==> src/sv/hwt_pkg.sv <==
package hwt_pkg;

  // Input item kinds
  localparam logic [1:0] KindByte = 2'd0;
  localparam logic [1:0] KindSep  = 2'd1;
  localparam logic [1:0] KindEnd  = 2'd2;

  // Configuration register indexes
  localparam logic CfgMaxTokens = 1'b0;
  localparam logic CfgPadMode   = 1'b1;

  // Fixed figures of the tokenizer
  localparam int unsigned MaxTokensLimit = 64;
  localparam int unsigned CountW         = 7;
  localparam int unsigned IdW            = 15;
  localparam int unsigned CfgW           = 7;
  localparam logic [31:0] FnvBasis       = 32'd2166136261;
  localparam logic [31:0] FnvPrime       = 32'd16777619;
  localparam logic [31:0] IdModulus      = 32'd30000;

  typedef struct packed {
    logic [1:0] kind;
    logic [7:0] text_byte;
  } in_item_t;

  typedef struct packed {
    logic [IdW-1:0] token_id;
    logic           attend;
    logic           last_token;
  } out_item_t;

endpackage

==> src/sv/hashed_word_tokenizer_core.sv <==
// Hashed word tokenizer: lowercases ASCII text bytes, splits words on whitespace
// (bytes 9-13, 32) or a separator item, hashes each word with 32-bit FNV-1a and
// emits hash mod 30000 as token id, up to max_tokens tokens. Text bytes and
// separators are taken at one item per cycle while the pipeline has room. An
// end-of-text item holds the input until the further results it causes (a pending
// held token, the final token, and in pad mode the padding up to max_tokens, at
// most 64 results in all) have entered the pipeline, which takes one per cycle
// while it has room. Every result passes a three-register modulo pipeline
// (reciprocal multiply, then multiply-subtract with one correction), held in
// the a, b and output registers in turn. The output register decouples the
// channels; a stalled consumer only blocks input once the pipeline fills.
module hashed_word_tokenizer_core (
  input  logic              clk_i,
  input  logic              rst_ni,
  input  logic              cfg_we_i,
  input  logic              cfg_idx_i,
  input  logic [6:0]        cfg_wdata_i,
  input  logic              in_valid_i,
  output logic              in_ready_o,
  input  hwt_pkg::in_item_t in_item_i,
  output logic              out_valid_o,
  input  logic              out_ready_i,
  output hwt_pkg::out_item_t out_item_o
);
  import hwt_pkg::*;

  localparam int unsigned RecipShift = 44;
  localparam logic [29:0] ModRecip   = 30'((64'd1 << RecipShift) / 64'd30000);

  typedef struct packed {
    logic [31:0] hash;
    logic        attend;
    logic        last;
  } entry_t;

  // Configuration registers
  logic [CountW-1:0] max_tokens_q;
  logic              pad_mode_q;

  always_ff @(posedge clk_i or negedge rst_ni) begin
    if (!rst_ni) begin
      max_tokens_q <= CountW'(MaxTokensLimit);
      pad_mode_q   <= 1'b1;
    end else if (cfg_we_i) begin
      unique case (cfg_idx_i)
        CfgMaxTokens: max_tokens_q <= cfg_wdata_i;
        CfgPadMode:   pad_mode_q   <= cfg_wdata_i[0];
        default:      ;
      endcase
    end
  end

  // Tokenizer state
  logic [31:0]       word_hash_q, word_hash_d;
  logic              inside_q, inside_d;
  logic [CountW-1:0] count_q, count_d;
  logic [31:0]       held_q, held_d;
  logic              held_valid_q, held_valid_d;
  logic              seq_final_q, seq_final_d;
  logic [CountW-1:0] pad_left_q, pad_left_d;

  // Pipeline stages
  logic        a_valid_q, b_valid_q, out_valid_q;
  entry_t      a_q, b_q;
  logic [17:0] b_quot_q;
  out_item_t   out_q;
  logic        a_en, b_en, out_en;

  assign out_en = !out_valid_q || out_ready_i;
  assign b_en   = !b_valid_q || out_en;
  assign a_en   = !a_valid_q || b_en;

  logic              busy;
  logic              in_fire;
  logic [CountW-1:0] lim;
  logic              word_take;
  logic              is_space;
  logic [7:0]        low_byte;
  logic [31:0]       hash_base;
  logic [31:0]       new_held;
  logic [CountW-1:0] made;
  logic [CountW-1:0] pads;
  logic              push;
  entry_t            push_entry;

  assign busy       = seq_final_q || (pad_left_q != '0);
  assign in_ready_o = a_en && !busy;
  assign in_fire    = in_valid_i && in_ready_o;

  // Clamp the token limit to 1..MaxTokensLimit
  always_comb begin
    if (max_tokens_q == '0) begin
      lim = CountW'(1);
    end else if (max_tokens_q > CountW'(MaxTokensLimit)) begin
      lim = CountW'(MaxTokensLimit);
    end else begin
      lim = max_tokens_q;
    end
  end

  assign word_take = inside_q && (count_q < lim);
  assign is_space  = (in_item_i.text_byte == 8'd32) ||
                     ((in_item_i.text_byte >= 8'd9) && (in_item_i.text_byte <= 8'd13));
  assign low_byte  = ((in_item_i.text_byte >= 8'd65) && (in_item_i.text_byte <= 8'd90)) ?
                     (in_item_i.text_byte | 8'h20) : in_item_i.text_byte;
  assign hash_base = inside_q ? word_hash_q : FnvBasis;

  // Final token and padding count for an end-of-text item
  assign new_held = word_take ? word_hash_q : held_q;
  always_comb begin
    made = count_q + CountW'(word_take);
    if (made == '0) begin
      made = CountW'(1);
    end
    pads = (pad_mode_q && (made < lim)) ? (lim - made) : '0;
  end

  // Word, token and end-of-text sequencing
  always_comb begin
    word_hash_d  = word_hash_q;
    inside_d     = inside_q;
    count_d      = count_q;
    held_d       = held_q;
    held_valid_d = held_valid_q;
    seq_final_d  = seq_final_q;
    pad_left_d   = pad_left_q;
    push         = 1'b0;
    push_entry   = '{hash: held_q, attend: 1'b1, last: 1'b0};

    if (busy) begin
      if (a_en) begin
        push = 1'b1;
        if (seq_final_q) begin
          // emit the final token of the text
          push_entry  = '{hash: held_q, attend: 1'b1, last: (pad_left_q == '0)};
          held_d      = '0;
          seq_final_d = 1'b0;
        end else begin
          // emit one padding position
          push_entry = '{hash: '0, attend: 1'b0, last: (pad_left_q == CountW'(1))};
          pad_left_d = pad_left_q - CountW'(1);
        end
      end
    end else if (in_fire) begin
      if ((in_item_i.kind == KindSep) || ((in_item_i.kind == KindByte) && is_space)) begin
        // close the word; release the previously held token
        if (word_take) begin
          push         = held_valid_q;
          held_d       = word_hash_q;
          held_valid_d = 1'b1;
          count_d      = count_q + CountW'(1);
        end
        inside_d    = 1'b0;
        word_hash_d = FnvBasis;
      end else if (in_item_i.kind == KindByte) begin
        // fold the byte into the word hash
        word_hash_d = 32'((hash_base ^ {24'd0, low_byte}) * FnvPrime);
        inside_d    = 1'b1;
      end else if (in_item_i.kind == KindEnd) begin
        push       = 1'b1;
        pad_left_d = pads;
        if (word_take && held_valid_q) begin
          // old held token first, final token after it
          seq_final_d = 1'b1;
          held_d      = new_held;
        end else begin
          push_entry = '{hash: new_held, attend: 1'b1, last: (pads == '0)};
          held_d     = '0;
        end
        held_valid_d = 1'b0;
        count_d      = '0;
        inside_d     = 1'b0;
        word_hash_d  = FnvBasis;
      end
    end
  end

  always_ff @(posedge clk_i or negedge rst_ni) begin
    if (!rst_ni) begin
      word_hash_q  <= FnvBasis;
      inside_q     <= 1'b0;
      count_q      <= '0;
      held_q       <= '0;
      held_valid_q <= 1'b0;
      seq_final_q  <= 1'b0;
      pad_left_q   <= '0;
    end else begin
      word_hash_q  <= word_hash_d;
      inside_q     <= inside_d;
      count_q      <= count_d;
      held_q       <= held_d;
      held_valid_q <= held_valid_d;
      seq_final_q  <= seq_final_d;
      pad_left_q   <= pad_left_d;
    end
  end

  // Modulo pipeline: quotient estimate, then remainder with one correction
  logic [17:0] quot_est;
  logic [31:0] rem_raw;
  logic [31:0] rem_fix;

  assign quot_est = 18'((64'(a_q.hash) * 64'(ModRecip)) >> RecipShift);
  assign rem_raw  = b_q.hash - (32'(b_quot_q) * IdModulus);
  assign rem_fix  = (rem_raw >= IdModulus) ? (rem_raw - IdModulus) : rem_raw;

  always_ff @(posedge clk_i or negedge rst_ni) begin
    if (!rst_ni) begin
      a_valid_q   <= 1'b0;
      b_valid_q   <= 1'b0;
      out_valid_q <= 1'b0;
    end else begin
      if (a_en) begin
        a_valid_q <= push;
      end
      if (b_en) begin
        b_valid_q <= a_valid_q;
      end
      if (out_en) begin
        out_valid_q <= b_valid_q;
      end
    end
  end

  always_ff @(posedge clk_i) begin
    if (a_en && push) begin
      a_q <= push_entry;
    end
    if (b_en && a_valid_q) begin
      b_q      <= a_q;
      b_quot_q <= quot_est;
    end
    if (out_en && b_valid_q) begin
      out_q <= '{token_id: IdW'(rem_fix), attend: b_q.attend, last_token: b_q.last};
    end
  end

  assign out_valid_o = out_valid_q;
  assign out_item_o  = out_q;

`ifndef NO_ASSERTIONS
  // state returns to reset after end of text
  a_end_clears: assert property (@(posedge clk_i) disable iff (!rst_ni)
    (in_fire && (in_item_i.kind == KindEnd)) |=> ((count_q == '0) && !inside_q &&
      !held_valid_q && (word_hash_q == FnvBasis)))
    else $error("state not cleared after end of text");

  // token count never passes the hard limit
  a_count_bound: assert property (@(posedge clk_i) disable iff (!rst_ni)
    count_q <= CountW'(MaxTokensLimit))
    else $error("token count beyond limit");

  // no input taken while padding or the final token is pending
  a_seq_blocks: assert property (@(posedge clk_i) disable iff (!rst_ni)
    ((pad_left_q != '0) || seq_final_q) |-> !in_ready_o)
    else $error("input accepted during end-of-text sequence");

  // results carry a reduced id, and padding carries id zero
  a_id_range: assert property (@(posedge clk_i) disable iff (!rst_ni)
    out_valid_o |-> ((out_item_o.token_id < IdW'(30000)) &&
      (out_item_o.attend || (out_item_o.token_id == '0))))
    else $error("token id out of range or nonzero padding");
`endif

endmodule
==> config.mk <==
export PLATFORM = sky130hd
export DESIGN_NAME = hashed_word_tokenizer_core
export DESIGN_NICKNAME = d
export VERILOG_FILES = /design/src/sv/hwt_pkg.sv /design/src/sv/hashed_word_tokenizer_core.sv
export SDC_FILE = /design/constraint.sdc
export NUM_CORES = 2
export LEC_CHECK = 0
export ABC_AREA = 1
export BUFFER_PORTS_ARGS = -buffer_cell sky130_fd_sc_hd__buf_2
export CAP_MARGIN = 20
export CORE_MARGIN = 2
export CORE_UTILIZATION = 55
export CTS_BUF_LIST = sky130_fd_sc_hd__clkbuf_8
export DETAILED_ROUTE_END_ITERATION = 10
export PLACE_DENSITY = 0.74
export SYNTH_ARGS = -nofsm -noshare
export SYNTH_HDL_FRONTEND = slang
export SYNTH_SLANG_ARGS = --single-unit
==> constraint.sdc <==
create_clock -name clk_i -period 7.1 [get_ports clk_i]
set_clock_uncertainty 0.2 [all_clocks]
set_input_delay 0.355 -clock clk_i [delete_from_list [all_inputs] [get_ports clk_i]]
set_output_delay 0.355 -clock clk_i [all_outputs]
set_load 0.05 [all_outputs]
## Yosys cells after proc, flatten, opt, wreduce, memory -nomap -nowiden

Index checks and enable logic that the tools add are counted.

| word-level totals | value |
|---|---|
| register bits after elaboration | 195 |
| bits of input ports | 23 |
| output and inout bits | 19 |
| word-level logic and storage cells | 152 |

| cells by class | value |
|---|---|
| add/sub/neg operators | 6 |
| multipliers | 3 |
| magnitude comparators | 8 |
| eq/ne operators | 12 |
| multiplexer cells | 58 |
| bitwise gates (word level) | 3 |
| reductions and logical operators | 40 |

Operator list:

| operator | count |
|---|---|
| $mux 32 | 13 |
| $mux 34 | 8 |
| $mux 7 | 15 |
| $mul 32x30->62 const B | 1 |
| $ge 32x15->1 const B | 1 |
| $mul 32x25->32 const B | 1 |
| $sub 32x32->32 | 1 |
| $xor 32x8->32 | 1 |
| $logic_not 7->1 | 4 |
| $mul 18x11->28 const B | 1 |
| $mux 1 | 20 |
| $mux 15 | 1 |
| $sub 15x15->15 const B | 1 |
| $lt 7x7->1 | 2 |
| $ne 2x2->1 const B | 6 |
| $reduce_and 6->1 | 2 |
| $logic_and 1x1->1 | 11 |
| $reduce_and 5->1 | 2 |
| $eq 8x6->1 const B | 1 |
| $ge 8x4->1 const B | 1 |
| $ge 8x7->1 const B | 1 |
| $le 8x4->1 const B | 1 |
| $le 8x7->1 const B | 1 |
| $reduce_bool 2->1 | 4 |
| other kinds (19) | 30 |

## Depth between registers and ports, before layout

| logic depth | value |
|---|---|
| word-level depth | 18 |
| gate-level depth with buffers | 37 |
| gate-level depth less buffers | 36 |

## Worst setup path before layout

OpenSTA, ideal clock, no wires.

| path | value |
|---|---|
| path kind | register to register |
| start point | register b_quot_q[5] |
| end point | register out_q, in the netlist out_item_o[12], data pin |
| setup time | 0.253 ns |
| arrival time | 6.289 ns |
| required time | 6.647 ns |
| path slack | 0.358 ns |
| cell stages (with the launch flop) | 37 |
| path buffers | 1 |
| clock period less this slack | 6.742 ns |
| path through | edfxtp_1 inv_1 fa_1 inv_1 fa_1 fa_1 inv_1 fa_1 fa_1 inv_1 ha_1 a21oi_1 o21ai_0 a21oi_1 o21ai_0 a21oi_1 o21ai_0 nand2_1 inv_1 o21ai_0 nand2_1 ha_1 nand2_1 nor2_1 and2_1 and2_1 nand2_1 nand3_1 nand2_1 nand2_1 nor2_1 nand3_1 nor2_1 nand3_2 buf_4 nand2_1 nand2_1 |

| between the ends | value |
|---|---|
| word-level cells in the longest chain between the ends | 4 |
| elaborated cells between the ends (all ways) | 5 |
| those cells by class | add/sub (2); mul (1); order compare (1); mux (1) |

RTL lines:

| element | RTL line | RTL |
|---|---|---|
| start: declaration | hashed_word_tokenizer_core.sv:65 | `logic [17:0] b_quot_q;` |
| start signal: assignment | hashed_word_tokenizer_core.sv:231 | `b_quot_q <= quot_est;` |
| $mul 18x11->28 * | hashed_word_tokenizer_core.sv:204 | `assign rem_raw = b_q.hash - (32'(b_quot_q) * IdModulus);` |
| $sub 32x32->32 * | hashed_word_tokenizer_core.sv:204 |  |
| $ge 32x15->1 / $sub 15x15->15 (equally long branches) | hashed_word_tokenizer_core.sv:205 | `assign rem_fix = (rem_raw >= IdModulus) ? (rem_raw - IdModulus) : rem_raw;` |
| $mux 15 * | hashed_word_tokenizer_core.sv:205 |  |
| named net rem_fix[10] | hashed_word_tokenizer_core.sv:201 | `logic [31:0] rem_fix;` |
| end signal: assignment | hashed_word_tokenizer_core.sv:234 | `out_q <= '{token_id: IdW'(rem_fix), attend: b_q.attend, last_token: b_q.last};` |
| end: declaration | hashed_word_tokenizer_core.sv:66 | `out_item_t out_q;` |

Mark *: on every way through the listed nets, which the timed path passes. The rest lies on a longest branch.
A chain may end at the register's enable or synchronous reset.

## Worst setup path after layout

| path | value |
|---|---|
| start point | register a_q[9] (netlist name) |
| end point | register b_quot_q[12], data pin |

| between the ends | value |
|---|---|
| word-level cells in the longest chain between the ends | 1 |

RTL lines:

| element | RTL line | RTL |
|---|---|---|
| start: declaration | hashed_word_tokenizer_core.sv:64 | `entry_t a_q, b_q;` |
| start signal: assignment | hashed_word_tokenizer_core.sv:227 | `a_q <= push_entry;` |
| $mul 32x30->62 | hashed_word_tokenizer_core.sv:203 | `assign quot_est = 18'((64'(a_q.hash) * 64'(ModRecip)) >> RecipShift);` |
| named net quot_est[12] | hashed_word_tokenizer_core.sv:199 | `logic [17:0] quot_est;` |

The timed path passes the listed nets, and every way through them passes these cells.

==> results.cfg <==
[synthesis]
async_flop_share_pct = 47.2
syn_avg_cell_area_sq_um = 8.34
yosys.area.top_type = fa_1
synth.mux.area_fraction_pct = 0.148
syn_inst = 4574
synthTopCellsByArea = fa_1 (27%), ha_1 (23%), inv_1 (13%), edfxtp_1 (8.1%), nand2_1 (7.7%)
ys_seq_area_share_pct = 14.2
synth_compound_area_share_pct = 6.31
synth_cell_types = 55
synth_top_flop_cell = edfxtp_1
synthesis.area_sq_um = 38100
synth_top_area_share_pct = 27.0
synth-edff-count = 103
ys_warn_count = 0
synth_top_family_by_area = adder cells
synth-adder-area-share_pct = 49.6
synth_nets = 5798
synth-simple-area-share_pct = 14.4
synth_seq_cells = 195
synth-xor-area-share_pct = 2.18

[route]
drt_iter0_drc = 1916
drc = 0
first_pass_iters = 5
wl_per_cell_um = 17.8
vias = 30200
drt-total-wl_um = 101000
antenna_left = 0
via_per_inst = 5.31

[cells_and_area]
final_nets = 5963
utilization_pct = 60.1
regArea_sq_um = 5420
diodes = 0
fillers = 6028
multi_input_area_sq_um = 28000
drive_gt1_share_pct = 6.92
final_cell_mix = inv_1 (1268), nand2_1 (775), ha_1 (673)
area_growth_pct = 8.17
layout.cells.most_common = inv_1

[sta]
worstMarginPinSlew_ps = 1160
fmax_ghz = 0.144
setup_viol_count_final = 0
period_needed_ps = 6940
hold_slack_ps = 62.2
slew_viol_final = 0
fin_crit_sh_pct = 97.7
max_slew_margin_pct = 22.5
hold_viol_final = 0

[setup_path]
crit_required_ps = 7220
path_max_fanout = 5
start_kind = flip-flop
crit_chain = fa_1 -> fa_1 -> fa_1 -> fa_1 -> fa_1 -> inv_1 -> fa_1 -> inv_1 -> fa_1 -> ha_1 -> ha_1 -> a21oi_1 -> o21ai_0 -> a21oi_1 -> nand2_1 -> o21bai_1 -> nand2_1 -> a21oi_1 -> xnor2_1
crit_top_cell = fa_1
crit_type = reg2reg
arrival_ps = 7050
cp_slowest_cell = edfxtp_1
cpPeakStageDelay_ps = 680
end_kind = flip-flop

[min_path]
hp-class = in2async

[clock_tree]
clockBufferDepth = 2
tritoncts = done
clk_pin_slew_ps = 130
cts-htree-levels = 4
root_buffer = clkbuf_8
cts_inserted_buffers = 17
clk_latency_ps = 580
cts_sinks = 195

[global_routing]
grt_max_degree = 57
grt_remaining_overflow = 0
grt_pass1_vias = 30900
grt_pass1_wl_um = 163000
antenna_found_initial = 0
grt_usage_pct = 29.6

[floorplan]
io_pins = 42
die-height_um = 267
die_x_um = 267
die_area_sq_um = 71400
placementRows = 96
core_sq_um = 68600
floorplan.initialDensity_pct = 55.6

[placement]
hpwl_um = 87600
port_buffers = 41
gp_congestion = 1.01

[status]
status = finished, final reports clean

[flow_run]
maxCapViolations = 0
==> worst paths after layout <==
path                       slack [ps]               to       start  cells past startpoint
setup / recovery                  160     b_quot_q[12]      a_q[9]                     19
max in group asynchronous        5410        held_q[9]      rst_ni                      3
hold / removal                     60  max_tokens_q[1]      rst_ni                      2
setup reg to reg                  160     b_quot_q[12]      a_q[9]                     19
hold reg to reg                   230    out_item_o[0]      b_q[0]                      0
min in group clk_i                 80     held_valid_q  in_valid_i                      5
==> worst max-delay path, delay by kind of cell (launching register included) <==
kind / cells / cell delay (ps)
xor+xnor: 1 / 110
fa+ha+maj: 9 / 4140
compound gates: 5 / 1140
buf+inv: 2 / 110
simple gates: 2 / 290
flops: 1 / 680
==> synth_stat cells (all sizes together), types with 10 or more instances <==
master,number
o21bai,14
o21ai,163
a21o,14
o22ai,19
xor2,64
ha,686
dfrtp,76
nor3,28
fa,515
nand4,50
nor4,10
buf,25
clkbuf,21
nand3,191
inv,1281
nor2,238
a21oi,173
a31oi,11
o21a,13
xnor2,29
dfstp,16
nand2,787
edfxtp,103
==> metal layers <==
metal	share of wire, %	GRT usage [%]	routed length (um)	vias to the layer above
li1	-	-	-	14500
met1	41	37.3	41700	14700
met2	48	50.8	48800	817
met3	5.7	4.12	5730	227
met4	4.9	13.2	4960	0
met5	0	0	0	-
==> cells by family (layout without fill, tap and decap cells) <==
group           after synthesis  in the layout
compound gates              434            434
xor+xnor                     93             93
fa+ha+maj                  1201           1201
buf+inv                    1328           1505
flops                       195            195
mux                           5              5
simple gates               1318           1319
==> layout make-up <==
class                   instances  area share (%)
multi-input cells            3052            67.8
flip-flops and latches        195            13.1
inverters                    1282            11.7
repair buffers                191            3.52
well taps                     931            2.82
clock buffers                  17           0.567
clock inverters                15           0.495
==> through the flow <==
step | TNS [ps] | cell area [sq um] | cells | worst slack (ps)
floorplan | 0 | 38100 | 4574 | 358
global placement | 0 | 40100 | 5608 | 104
detailed placement | -425 | 40100 | 5608 | -52.5
CTS | 0 | 40700 | 5653 | 2.03
global route | -710 | 41200 | 5683 | -85.9
finish | 0 | 41200 | 5683 | 161
==> sequential cells by signal (all words and copies together), names as in the netlist, 17 cells and up <==
signal / cells
a_q: 34
b_q: 34
b_quot_q: 18
out_item_o: 17
held_q: 32
word_hash_q: 32
==> what timing repair did <==
item / in CTS / in global routing
hold buffers: 13 / 0
setup buffers: 0 / 27
resized for setup: 1 / 73
cloned: 0 / 1
endpoints found under the hold margin: 52 / 0
setup endpoints to repair: 11 / 18
pin swaps: 0 / 14
Power is not shown: default switching activity piles up to over one toggle a cycle in this logic, so the estimate is an artifact.
